[src/hw/rtl/tfe_pkg.sv]
// tfe_pkg: shared constants for the timestamp field extractor
// holds the key bytes, phase codes and character codes; no dependencies
`timescale 1ns / 1ps

package tfe_pkg;

    // key "timestamp": is twelve bytes long
    localparam int unsigned KEY_LEN = 12;
    localparam int unsigned KEY_W   = 4;

    typedef logic [7:0]       t_byte;
    typedef logic [63:0]      t_stamp;
    typedef logic [KEY_W-1:0] t_key_cnt;
    typedef logic [2:0]       t_phase;

    // phase codes
    localparam t_phase PH_SEARCH   = 3'd0;
    localparam t_phase PH_SKIP     = 3'd1;
    localparam t_phase PH_DIGITS   = 3'd2;
    localparam t_phase PH_FOUND    = 3'd3;
    localparam t_phase PH_NOTFOUND = 3'd4;

    // character codes
    localparam t_byte CH_NUL   = 8'h00;
    localparam t_byte CH_TAB   = 8'h09;
    localparam t_byte CH_SPACE = 8'h20;
    localparam t_byte CH_QUOTE = 8'h22;
    localparam t_byte CH_ZERO  = 8'h30;
    localparam t_byte CH_NINE  = 8'h39;
    localparam t_byte CH_T     = 8'h74;

    // key position of the byte after the opening quote
    localparam t_key_cnt KEY_AFTER_QUOTE = t_key_cnt'(1);
    // key position after the closing quote restarts a match and takes 't'
    localparam t_key_cnt KEY_LAST_IDX    = t_key_cnt'(KEY_LEN - 1);

    // byte of the key at a given position
    function automatic t_byte key_byte(input t_key_cnt idx);
        t_byte b;
        unique case (idx)
            4'd0:    b = CH_QUOTE;
            4'd1:    b = 8'h74; // t
            4'd2:    b = 8'h69; // i
            4'd3:    b = 8'h6d; // m
            4'd4:    b = 8'h65; // e
            4'd5:    b = 8'h73; // s
            4'd6:    b = 8'h74; // t
            4'd7:    b = 8'h61; // a
            4'd8:    b = 8'h6d; // m
            4'd9:    b = 8'h70; // p
            4'd10:   b = CH_QUOTE;
            4'd11:   b = 8'h3a; // :
            default: b = CH_NUL;
        endcase
        return b;
    endfunction

endpackage

[src/hw/rtl/timestamp_field_extractor.sv]
// timestamp_field_extractor: top level, scans one text line for "timestamp": and a number
// depends on tfe_pkg
`timescale 1ns / 1ps

// The block takes one byte of a text line per cycle and returns one transaction
// per line, on the byte flagged i_line_end: o_found and the decimal value that
// follows the first "timestamp": key (after spaces and tabs), modulo 2^64, or
// zero when that key has no number or no key was seen. A zero byte ends the line early.
// Throughput is one byte per cycle when the input does not stall. Each byte is
// scanned in the cycle after it is accepted into the input register; the result
// of a line is written to the result register as its last byte leaves the input
// register (one input register, one result register). The input stalls only
// when a last byte sits in the input register while a previous result in the result register is held by i_out_stall.
module timestamp_field_extractor
    import tfe_pkg::*;
(
    input  logic         i_clk,
    input  logic         i_rst_n,
    input  logic         i_in_valid,
    output logic         o_in_stall,
    input  logic [7:0]   i_text_byte,
    input  logic         i_line_end,
    output logic         o_out_valid,
    input  logic         i_out_stall,
    output logic         o_found,
    output logic [63:0]  o_stamp_value
);

    // input register
    logic     r_in_valid;
    t_byte    r_in_byte;
    logic     r_in_last;

    // line scanning state
    t_phase   r_phase,   n_phase;
    t_key_cnt r_key,     n_key;
    t_stamp   r_acc,     n_acc;

    // result register
    logic     r_out_valid;
    logic     r_found;
    t_stamp   r_value;

    logic     out_free;
    logic     advance;
    logic     take_in;
    logic     is_digit;
    logic     is_blank;
    logic     ok;
    t_key_cnt key_cur;
    t_stamp   digit_val;
    t_stamp   acc_times10;

    // handshake between the two stages
    assign out_free   = !r_out_valid || !i_out_stall;
    assign advance    = r_in_valid && (!r_in_last || out_free);
    assign o_in_stall = r_in_valid && !advance;
    assign take_in    = i_in_valid && !o_in_stall;

    // byte classification
    assign is_digit    = (r_in_byte >= CH_ZERO) && (r_in_byte <= CH_NINE);
    assign is_blank    = (r_in_byte == CH_SPACE) || (r_in_byte == CH_TAB);
    assign digit_val   = t_stamp'(r_in_byte[3:0]);
    assign acc_times10 = (r_acc << 3) + (r_acc << 1);
    assign key_cur     = (r_key >= t_key_cnt'(KEY_LEN)) ? '0 : r_key;

    // next scanning state for the byte in the input register
    always_comb begin
        n_phase = r_phase;
        n_key   = r_key;
        n_acc   = r_acc;
        unique case (r_phase)
            PH_SEARCH: begin
                if (r_in_byte == CH_NUL) begin
                    n_phase = PH_NOTFOUND;
                end else if (r_in_byte == key_byte(key_cur)) begin
                    if (key_cur == KEY_LAST_IDX) begin
                        n_key   = '0;
                        n_phase = PH_SKIP;
                    end else begin
                        n_key = key_cur + t_key_cnt'(1);
                    end
                end else if (key_cur == KEY_LAST_IDX && r_in_byte == CH_T) begin
                    // closing quote restarts the key and 't' extends it
                    n_key = KEY_AFTER_QUOTE + t_key_cnt'(1);
                end else if (r_in_byte == CH_QUOTE) begin
                    n_key = KEY_AFTER_QUOTE;
                end else begin
                    n_key = '0;
                end
            end
            PH_SKIP: begin
                if (is_digit) begin
                    n_acc   = digit_val;
                    n_phase = PH_DIGITS;
                end else if (!is_blank) begin
                    n_phase = PH_NOTFOUND;
                end
            end
            PH_DIGITS: begin
                if (is_digit) begin
                    n_acc = acc_times10 + digit_val;
                end else begin
                    n_phase = PH_FOUND;
                end
            end
            default: begin
                // line finished, rest ignored
            end
        endcase
    end

    assign ok = (n_phase == PH_DIGITS) || (n_phase == PH_FOUND);

    // input register
    always_ff @(posedge i_clk) begin
        if (!i_rst_n) begin
            r_in_valid <= 1'b0;
        end else if (take_in) begin
            r_in_valid <= 1'b1;
        end else if (advance) begin
            r_in_valid <= 1'b0;
        end
    end

    always_ff @(posedge i_clk) begin
        if (take_in) begin
            r_in_byte <= i_text_byte;
            r_in_last <= i_line_end;
        end
    end

    // scanning state, back to reset values after the last byte
    always_ff @(posedge i_clk) begin
        if (!i_rst_n) begin
            r_phase <= PH_SEARCH;
            r_key   <= '0;
            r_acc   <= '0;
        end else if (advance) begin
            if (r_in_last) begin
                r_phase <= PH_SEARCH;
                r_key   <= '0;
                r_acc   <= '0;
            end else begin
                r_phase <= n_phase;
                r_key   <= n_key;
                r_acc   <= n_acc;
            end
        end
    end

    // result register
    always_ff @(posedge i_clk) begin
        if (!i_rst_n) begin
            r_out_valid <= 1'b0;
        end else if (advance && r_in_last) begin
            r_out_valid <= 1'b1;
        end else if (!i_out_stall) begin
            r_out_valid <= 1'b0;
        end
    end

    always_ff @(posedge i_clk) begin
        if (advance && r_in_last) begin
            r_found <= ok;
            r_value <= ok ? n_acc : '0;
        end
    end

    assign o_out_valid   = r_out_valid;
    assign o_found       = r_found;
    assign o_stamp_value = r_value;

endmodule

[config.mk]
export PLATFORM = sky130hd
export DESIGN_NAME = timestamp_field_extractor
export DESIGN_NICKNAME = d
export VERILOG_FILES = /design/src/hw/rtl/tfe_pkg.sv /design/src/hw/rtl/timestamp_field_extractor.sv
export SDC_FILE = /design/constraint.sdc
export NUM_CORES = 1
export LEC_CHECK = 0
export BUFFER_PORTS_ARGS = -buffer_cell sky130_fd_sc_hd__buf_4
export CAP_MARGIN = 20
export CORE_UTILIZATION = 36
export DETAILED_ROUTE_END_ITERATION = 12
export PLACE_DENSITY_LB_ADDON = 0.25
export SLEW_MARGIN = 20
export SYNTH_ARGS = -nofsm -noshare
export SYNTH_HDL_FRONTEND = slang
export SYNTH_SLANG_ARGS = --single-unit
[constraint.sdc]
create_clock -name i_clk -period 3.95 [get_ports i_clk]
set_clock_uncertainty 0.2 [all_clocks]
set_input_delay 0.395 -clock i_clk [delete_from_list [all_inputs] [get_ports i_clk]]
set_output_delay 0.395 -clock i_clk [all_outputs]
set_load 0.03 [all_outputs]
* Word-level counts from Yosys, hierarchy flattened
Memories as Yosys holds them, arrays and structs flattened.
Index checks and enable logic that the tools add are counted.
** Storage, ports and cells
- Flip-flop bits (word level) :: 147
- ROM bits :: 112
- Input port bits :: 13
- Output and inout bits :: 67
- Memories kept :: 1
** Memories
- (name not given) :: depth 16, bits a word 7, read ports 1, clocked after Yosys merged registers in 0, write ports 0, line tfe_pkg.sv:40 : unique case (idx)
** Cells by class
- Add/sub/neg operators :: 3
- $lt $le $gt $ge :: 3
- Equality and inequality tests :: 12
- Mux-type cells :: 26
- Reductions and logical operators :: 20
** Operators by type and width (count)
- $mux W64 :: 3
- $pmux W64 S2 :: 1
- $add A64 B4 Y64 :: 1
- $add A64 B64 Y64 :: 1
- $mux W4 :: 6
- $mux W3 :: 7
- $eq A8 B6 Y1 const B :: 2
- $mux W8 :: 2
- $eq A3 B2 Y1 const B :: 3
- $pmux W3 S3 :: 1
- $eq A8 B4 Y1 const B :: 1
- $eq A8 B7 Y1 const B :: 1
- $eq A8 B8 Y1 :: 1
- $ge A8 B6 Y1 const B :: 1
- $le A8 B6 Y1 const B :: 1
- $logic_not A8 Y1 :: 1
- $logic_and A1 B1 Y1 :: 6
- $logic_not A1 Y1 :: 5
- $mux W1 :: 5
- $add A4 B1 Y4 const B :: 1
- $eq A4 B4 Y1 const B :: 1
- $ge A4 B4 Y1 const B :: 1
- $logic_or A1 B1 Y1 :: 4
- $reduce_bool A2 Y1 :: 2
- other kinds (6) :: 6

* Logic depth before layout (Yosys ltp)
An unclocked memory read counts as a cell.
- Depth in word-level cells :: 11
- Mapped depth :: 15
- Mapped depth without buffers :: 14

* Least setup slack after synthesis
OpenSTA, ideal clock, no wires.
- Path type :: register -> register
- From :: reg r_in_byte[3]
- To :: reg r_value[56] (netlist: o_stamp_value[56]), data pin
- Setup time :: 0.256 ns
- Data arrival time :: 3.489 ns
- Required time :: 3.494 ns
- Path slack :: 0.004 ns
- Cell stages (with the launch flop) :: 15
- Buffers on the path :: 0
- Cells stage by stage :: edfxtp_1 -> inv_1 -> fa_1 -> inv_1 -> fa_1 -> a211oi_1 -> o21ai_1 -> a21oi_1 -> o31ai_2 -> a31oi_2 -> o21ai_4 -> a31oi_4 -> o41ai_4 -> xor2_1 -> a22o_1
** On the way
- Cells in the longest elaborated chain, start to end :: 7
** RTL lines
- from (decl) :: line timestamp_field_extractor.sv:31 : t_byte r_in_byte;
- from (signal assigned) :: line timestamp_field_extractor.sv:128 : r_in_byte <= i_text_byte;
- parallel branches: the longest is 7 deep, another holds $add A64 B4 Y64
- to (signal assigned) :: line timestamp_field_extractor.sv:166 : r_value <= ok ? n_acc : '0;
- to (decl) :: line timestamp_field_extractor.sv:42 : t_stamp r_value;
Several ways; the timed one is not identified.
A chain may end at the register's enable or synchronous reset.

* Worst setup path in the final report
- From :: reg r_in_byte[2]
- To :: reg r_value[58] (netlist: o_stamp_value[58]), data pin
The elaborated chain is that of the path after synthesis.

==> report_table.html <==
<table>
<tr><th>Metric</th><th>Value</th></tr>
<tr><th colspan="2">Run status</th></tr>
<tr><td>Status</td><td>complete, no violations</td></tr>
<tr><th colspan="2">Floorplan</th></tr>
<tr><td>Overall die width</td><td>173.6 um</td></tr>
<tr><td>Die Y-Extent</td><td>173.6 um</td></tr>
<tr><td>Cell row count</td><td>62</td></tr>
<tr><td>Initial standard-cell utilization of the core</td><td>36.72%</td></tr>
<tr><td>Top Ports</td><td>80</td></tr>
<tr><td>Core Footprint</td><td>28860 um2</td></tr>
<tr><td>Full die area</td><td>30120 um2</td></tr>
<tr><th colspan="2">Critical path</th></tr>
<tr><td>Type of the worst setup path</td><td>flop to flop</td></tr>
<tr><td>Critical path peak fanout</td><td>3</td></tr>
<tr><td>Category of the worst setup path capture point</td><td>flop</td></tr>
<tr><td>Worst setup SP type</td><td>flop</td></tr>
<tr><td>Data arrival time of the critical path</td><td>3.81 ns</td></tr>
<tr><td>Data required, critical path</td><td>3.94 ns</td></tr>
<tr><th colspan="2">Timing</th></tr>
<tr><td>Normalized max-slew margin</td><td>39.54%</td></tr>
<tr><td>Slew at the pin closest to its max-slew limit</td><td>0.9051 ns</td></tr>
<tr><td>Setup TNS</td><td>0 ns</td></tr>
<tr><td>Final worst path period share</td><td>96.50%</td></tr>
<tr><td>Final worst path period need</td><td>3.812 ns</td></tr>
<tr><td>Final setup fails</td><td>0</td></tr>
<tr><td>Final Hold Viols</td><td>0</td></tr>
<tr><td>Highest achievable clock rate</td><td>262.3 MHz</td></tr>
<tr><td>Max-slew violations</td><td>0</td></tr>
<tr><th colspan="2">CTS</th></tr>
<tr><td>Clock latency on the worst-skew pair</td><td>0.44 ns</td></tr>
<tr><td>Clock root buffer</td><td>sky130_fd_sc_hd__clkbuf_16</td></tr>
<tr><td>Total number of clock tree sinks</td><td>147</td></tr>
<tr><td>Number of levels in the clock H-tree</td><td>4</td></tr>
<tr><td>CTS tree</td><td>done</td></tr>
<tr><td>TritonCTS buffer count</td><td>17</td></tr>
<tr><td>Clock slew at reported path FFs</td><td>0.07 ns</td></tr>
<tr><td>Worst-case clock buffer depth</td><td>2</td></tr>
<tr><th colspan="2">GRT</th></tr>
<tr><td>Overflow left after global routing</td><td>0</td></tr>
<tr><td>Via count of the first global-routing pass</td><td>9302</td></tr>
<tr><td>Number of antenna violations at the first check in global routing</td><td>0</td></tr>
<tr><td>Pin count of the biggest net entering global routing</td><td>38</td></tr>
<tr><td>GRT Overall Usage</td><td>20.63%</td></tr>
<tr><td>Wire length of the first global-routing pass</td><td>49440 um</td></tr>
<tr><th colspan="2">Place</th></tr>
<tr><td>Gpl congestion</td><td>0.9179</td></tr>
<tr><td>Number of buffers inserted by port buffering</td><td>79</td></tr>
<tr><td>Detailed placer's ending HPWL</td><td>22350 um</td></tr>
<tr><th colspan="2">Cells and area</th></tr>
<tr><td>Antenna Diode Count</td><td>0</td></tr>
<tr><td>Final Net Count</td><td>1456</td></tr>
<tr><td>Fillcell total</td><td>2816</td></tr>
<tr><td>Utilization after layout</td><td>43.89%</td></tr>
<tr><td>Area Overhead vs Synth</td><td>19.52%</td></tr>
<tr><td>Share of post-route cells with drive strength above 1</td><td>15.14%</td></tr>
<tr><th colspan="2">Synth</th></tr>
<tr><td>#FFs+latches synth</td><td>147</td></tr>
<tr><td>Post-synthesis net count</td><td>1352</td></tr>
<tr><td>Number of synthesized flops with an enable pin</td><td>74</td></tr>
<tr><td>Synth Area per Inst</td><td>8.750 um2</td></tr>
<tr><td>Asr flop ratio synth</td><td>0%</td></tr>
<tr><td>Gate Count Post-Synth</td><td>1211</td></tr>
<tr><td>Cell area after synthesis</td><td>10600 um2</td></tr>
<tr><td>Yosys warning count</td><td>0</td></tr>
<tr><td>Unique cell type count in the Yosys netlist</td><td>69</td></tr>
<tr><td>Synth Flop Type</td><td>sky130_fd_sc_hd__edfxtp_1</td></tr>
<tr><td>Seq/Total Area, Yosys</td><td>34.76%</td></tr>
<tr><th colspan="2">Drt</th></tr>
<tr><td>Iteration-0 DRC count of the detailed router</td><td>696</td></tr>
<tr><td>Routed wirelength normalized by instance count</td><td>17.97 um</td></tr>
<tr><td>DRT antenna net count</td><td>0</td></tr>
<tr><td>Detailed Routing Iterations Pass 1</td><td>5</td></tr>
<tr><td>DRC Markers</td><td>0</td></tr>
<tr><td>Routed vias/inst</td><td>5.515</td></tr>
<tr><td>Via count</td><td>9442</td></tr>
<tr><td>Total length of routed wires</td><td>30770 um</td></tr>
<tr><th colspan="2">Pwr</th></tr>
<tr><td>Power density over the cells</td><td>272.8 nW/um2</td></tr>
<tr><td>Total Power Consumption</td><td>3455 uW</td></tr>
<tr><td>Lkg Pwr</td><td>0.005315 uW</td></tr>
<tr><td>Peak ir drop on the vdd network</td><td>0.0001624 V</td></tr>
<tr><th colspan="2">Run</th></tr>
<tr><td>Max-Cap Viols</td><td>0</td></tr>
<tr><th colspan="2">Min path</th></tr>
<tr><td>Min-Delay Path Class</td><td>input pin to flop</td></tr>
</table>
## layout by cell type (no fill, tap or decap), types with 8 or more instances in the layout
cell type | synthesis | final
sky130_fd_sc_hd__dlygate4sd3_1 | 0 | 10
sky130_fd_sc_hd__nand3_1 | 31 | 30
sky130_fd_sc_hd__a22oi_1 | 27 | 27
sky130_fd_sc_hd__and3_1 | 11 | 11
sky130_fd_sc_hd__a21oi_1 | 94 | 90
sky130_fd_sc_hd__ha_1 | 126 | 124
sky130_fd_sc_hd__dfxtp_1 | 73 | 72
sky130_fd_sc_hd__o21bai_1 | 14 | 13
sky130_fd_sc_hd__o21ai_0 | 118 | 117
sky130_fd_sc_hd__a21o_1 | 23 | 23
sky130_fd_sc_hd__nor2_1 | 84 | 84
sky130_fd_sc_hd__nor3_1 | 15 | 15
sky130_fd_sc_hd__xnor2_1 | 40 | 40
sky130_fd_sc_hd__clkbuf_16 | 0 | 17
sky130_fd_sc_hd__nand4_1 | 19 | 19
sky130_fd_sc_hd__a22o_1 | 14 | 14
sky130_fd_sc_hd__and2_1 | 26 | 26
sky130_fd_sc_hd__buf_4 | 0 | 136
sky130_fd_sc_hd__nand2b_1 | 8 | 8
sky130_fd_sc_hd__a31oi_1 | 14 | 13
sky130_fd_sc_hd__xor2_1 | 25 | 25
sky130_fd_sc_hd__o211ai_1 | 9 | 9
sky130_fd_sc_hd__nand2_1 | 138 | 138
sky130_fd_sc_hd__or3_1 | 12 | 12
sky130_fd_sc_hd__nor2b_1 | 28 | 27
sky130_fd_sc_hd__inv_1 | 31 | 30
sky130_fd_sc_hd__edfxtp_1 | 74 | 74
## power breakdown
group / switching [uW] / internal [uW] / total [uW]
logic: 77.8 / 42.0 / 120
clock network: 720 / 996 / 1720
registers: 8.88 / 1610 / 1620
total: 807 / 2650 / 3460
## area by class of cell
class	count	area, um2	area share (%)
timing repair buffer	146	1121	8.852
sequential	147	3685	29.10
clock inverter	12	156.4	1.235
multi-input combinational	972	6669	52.66
tap	384	480.5	3.794
inverter	31	116.4	0.9188
clock buffer	20	436.7	3.448
## layer usage
layer,up-vias,track usage (%),routed length [um]
li1,4663,-,-
met3,56,3.487,1487
met4,0,7.854,953
met1,4466,28.05,14680
met5,-,0,0
met2,257,32.61,13650
## final timing paths
check	start	depth (start not counted)	slack, ns	to
min	i_out_stall	3	0.04	o_out_valid$_SDFFE_PN0P_
max	r_in_byte[2]$_DFFE_PP_	14	0.14	o_stamp_value[58]$_SDFFCE_PN0P_
min reg2reg	r_acc[63]$_SDFFE_PN0P_	2	0.28	r_acc[63]$_SDFFE_PN0P_
max reg2reg	r_in_byte[2]$_DFFE_PP_	14	0.14	o_stamp_value[58]$_SDFFCE_PN0P_
## cells by family (layout without fill, tap and decap cells)
kind of cell | Yosys count | in the layout | synth area share, %
flip-flops | 147 | 147 | 34.76
AO/OA/AOI/OAI | 380 | 380 | 22.91
XOR/XNOR | 65 | 65 | 5.373
adder cells (fa/ha/maj) | 128 | 128 | 15.26
AND/OR/NAND/NOR | 390 | 390 | 17.48
multiplexers | 9 | 9 | 0.8738
buffers and inverters | 92 | 209 | 3.353
## critical path: stages (launching register included)
cell and delay (ns):
sky130_fd_sc_hd__edfxtp_1 0.39, sky130_fd_sc_hd__ha_1 0.30, sky130_fd_sc_hd__ha_1 0.25, sky130_fd_sc_hd__fa_2 0.41, sky130_fd_sc_hd__a211oi_2 0.22, sky130_fd_sc_hd__buf_4 0.16, sky130_fd_sc_hd__o211ai_1 0.09, sky130_fd_sc_hd__nand2_1 0.16
sky130_fd_sc_hd__a31oi_4 0.12, sky130_fd_sc_hd__o21ai_4 0.21, sky130_fd_sc_hd__o21ai_2 0.11, sky130_fd_sc_hd__a31o_4 0.26, sky130_fd_sc_hd__o31ai_4 0.28, sky130_fd_sc_hd__nor3_1 0.08, sky130_fd_sc_hd__a311o_1 0.32
## cell usage after synthesis (all sizes together) (4+ instances only)
cell	count	area (um2)
dfxtp	73	1461
and3	11	68.82
a32oi	7	61.31
edfxtp	74	2222
o21a	5	37.54
clkbuf	51	191.4
o211ai	9	67.56
inv	31	116.4
nand2b	8	50.05
nor2b	28	175.2
nand4	19	118.9
and2	26	162.7
buf	10	47.55
o21bai	15	116.4
a21oi	96	488.0
xnor2	40	350.3
a21boi	6	45.04
mux2i	7	70.07
nor4	4	25.02
or4	4	30.03
ha	126	1577
or3	13	86.33
nand2	139	524.3
nand3	31	155.2
nor2	84	315.3
a21o	23	172.7
a31oi	16	121.4
xor2	25	219.0
a22oi	27	202.7
a22o	14	122.6
nor3	15	75.07
o21ai	126	641.9
o31ai	7	62.56
## stage by stage
step | setup slack (ns) | hold WS (ns) | cells | cell area, um2
after global routing | -0.01943 | 0.04358 | 1712 | 12660
after floorplan | 0.004387 | 0.2249 | 1211 | 10600
final | 0.1382 | 0.03574 | 1712 | 12660
after CTS | 0.01592 | 0.03360 | 1706 | 12530
after global placement | -0.06379 | 0.2328 | 1664 | 11820
after detailed placement | -0.1287 | 0.2549 | 1664 | 11820
## timing repair
item	CTS	global route
endpoints found under the setup margin	7	26
buffers inserted	0	6
pin swaps	2	11
endpoints found under the hold margin	10	0
gates resized for setup	3	20
hold buffers	10	0
## sequential cells by signal, indices dropped and copies added, names as in the netlist
register / cells
o_stamp_value: 64
r_in_byte: 8
r_key: 4
o_out_valid: 1
r_phase: 3
r_in_valid: 1
r_acc: 64
o_found: 1
r_in_last: 1
Power figures use the tool's default switching activity.
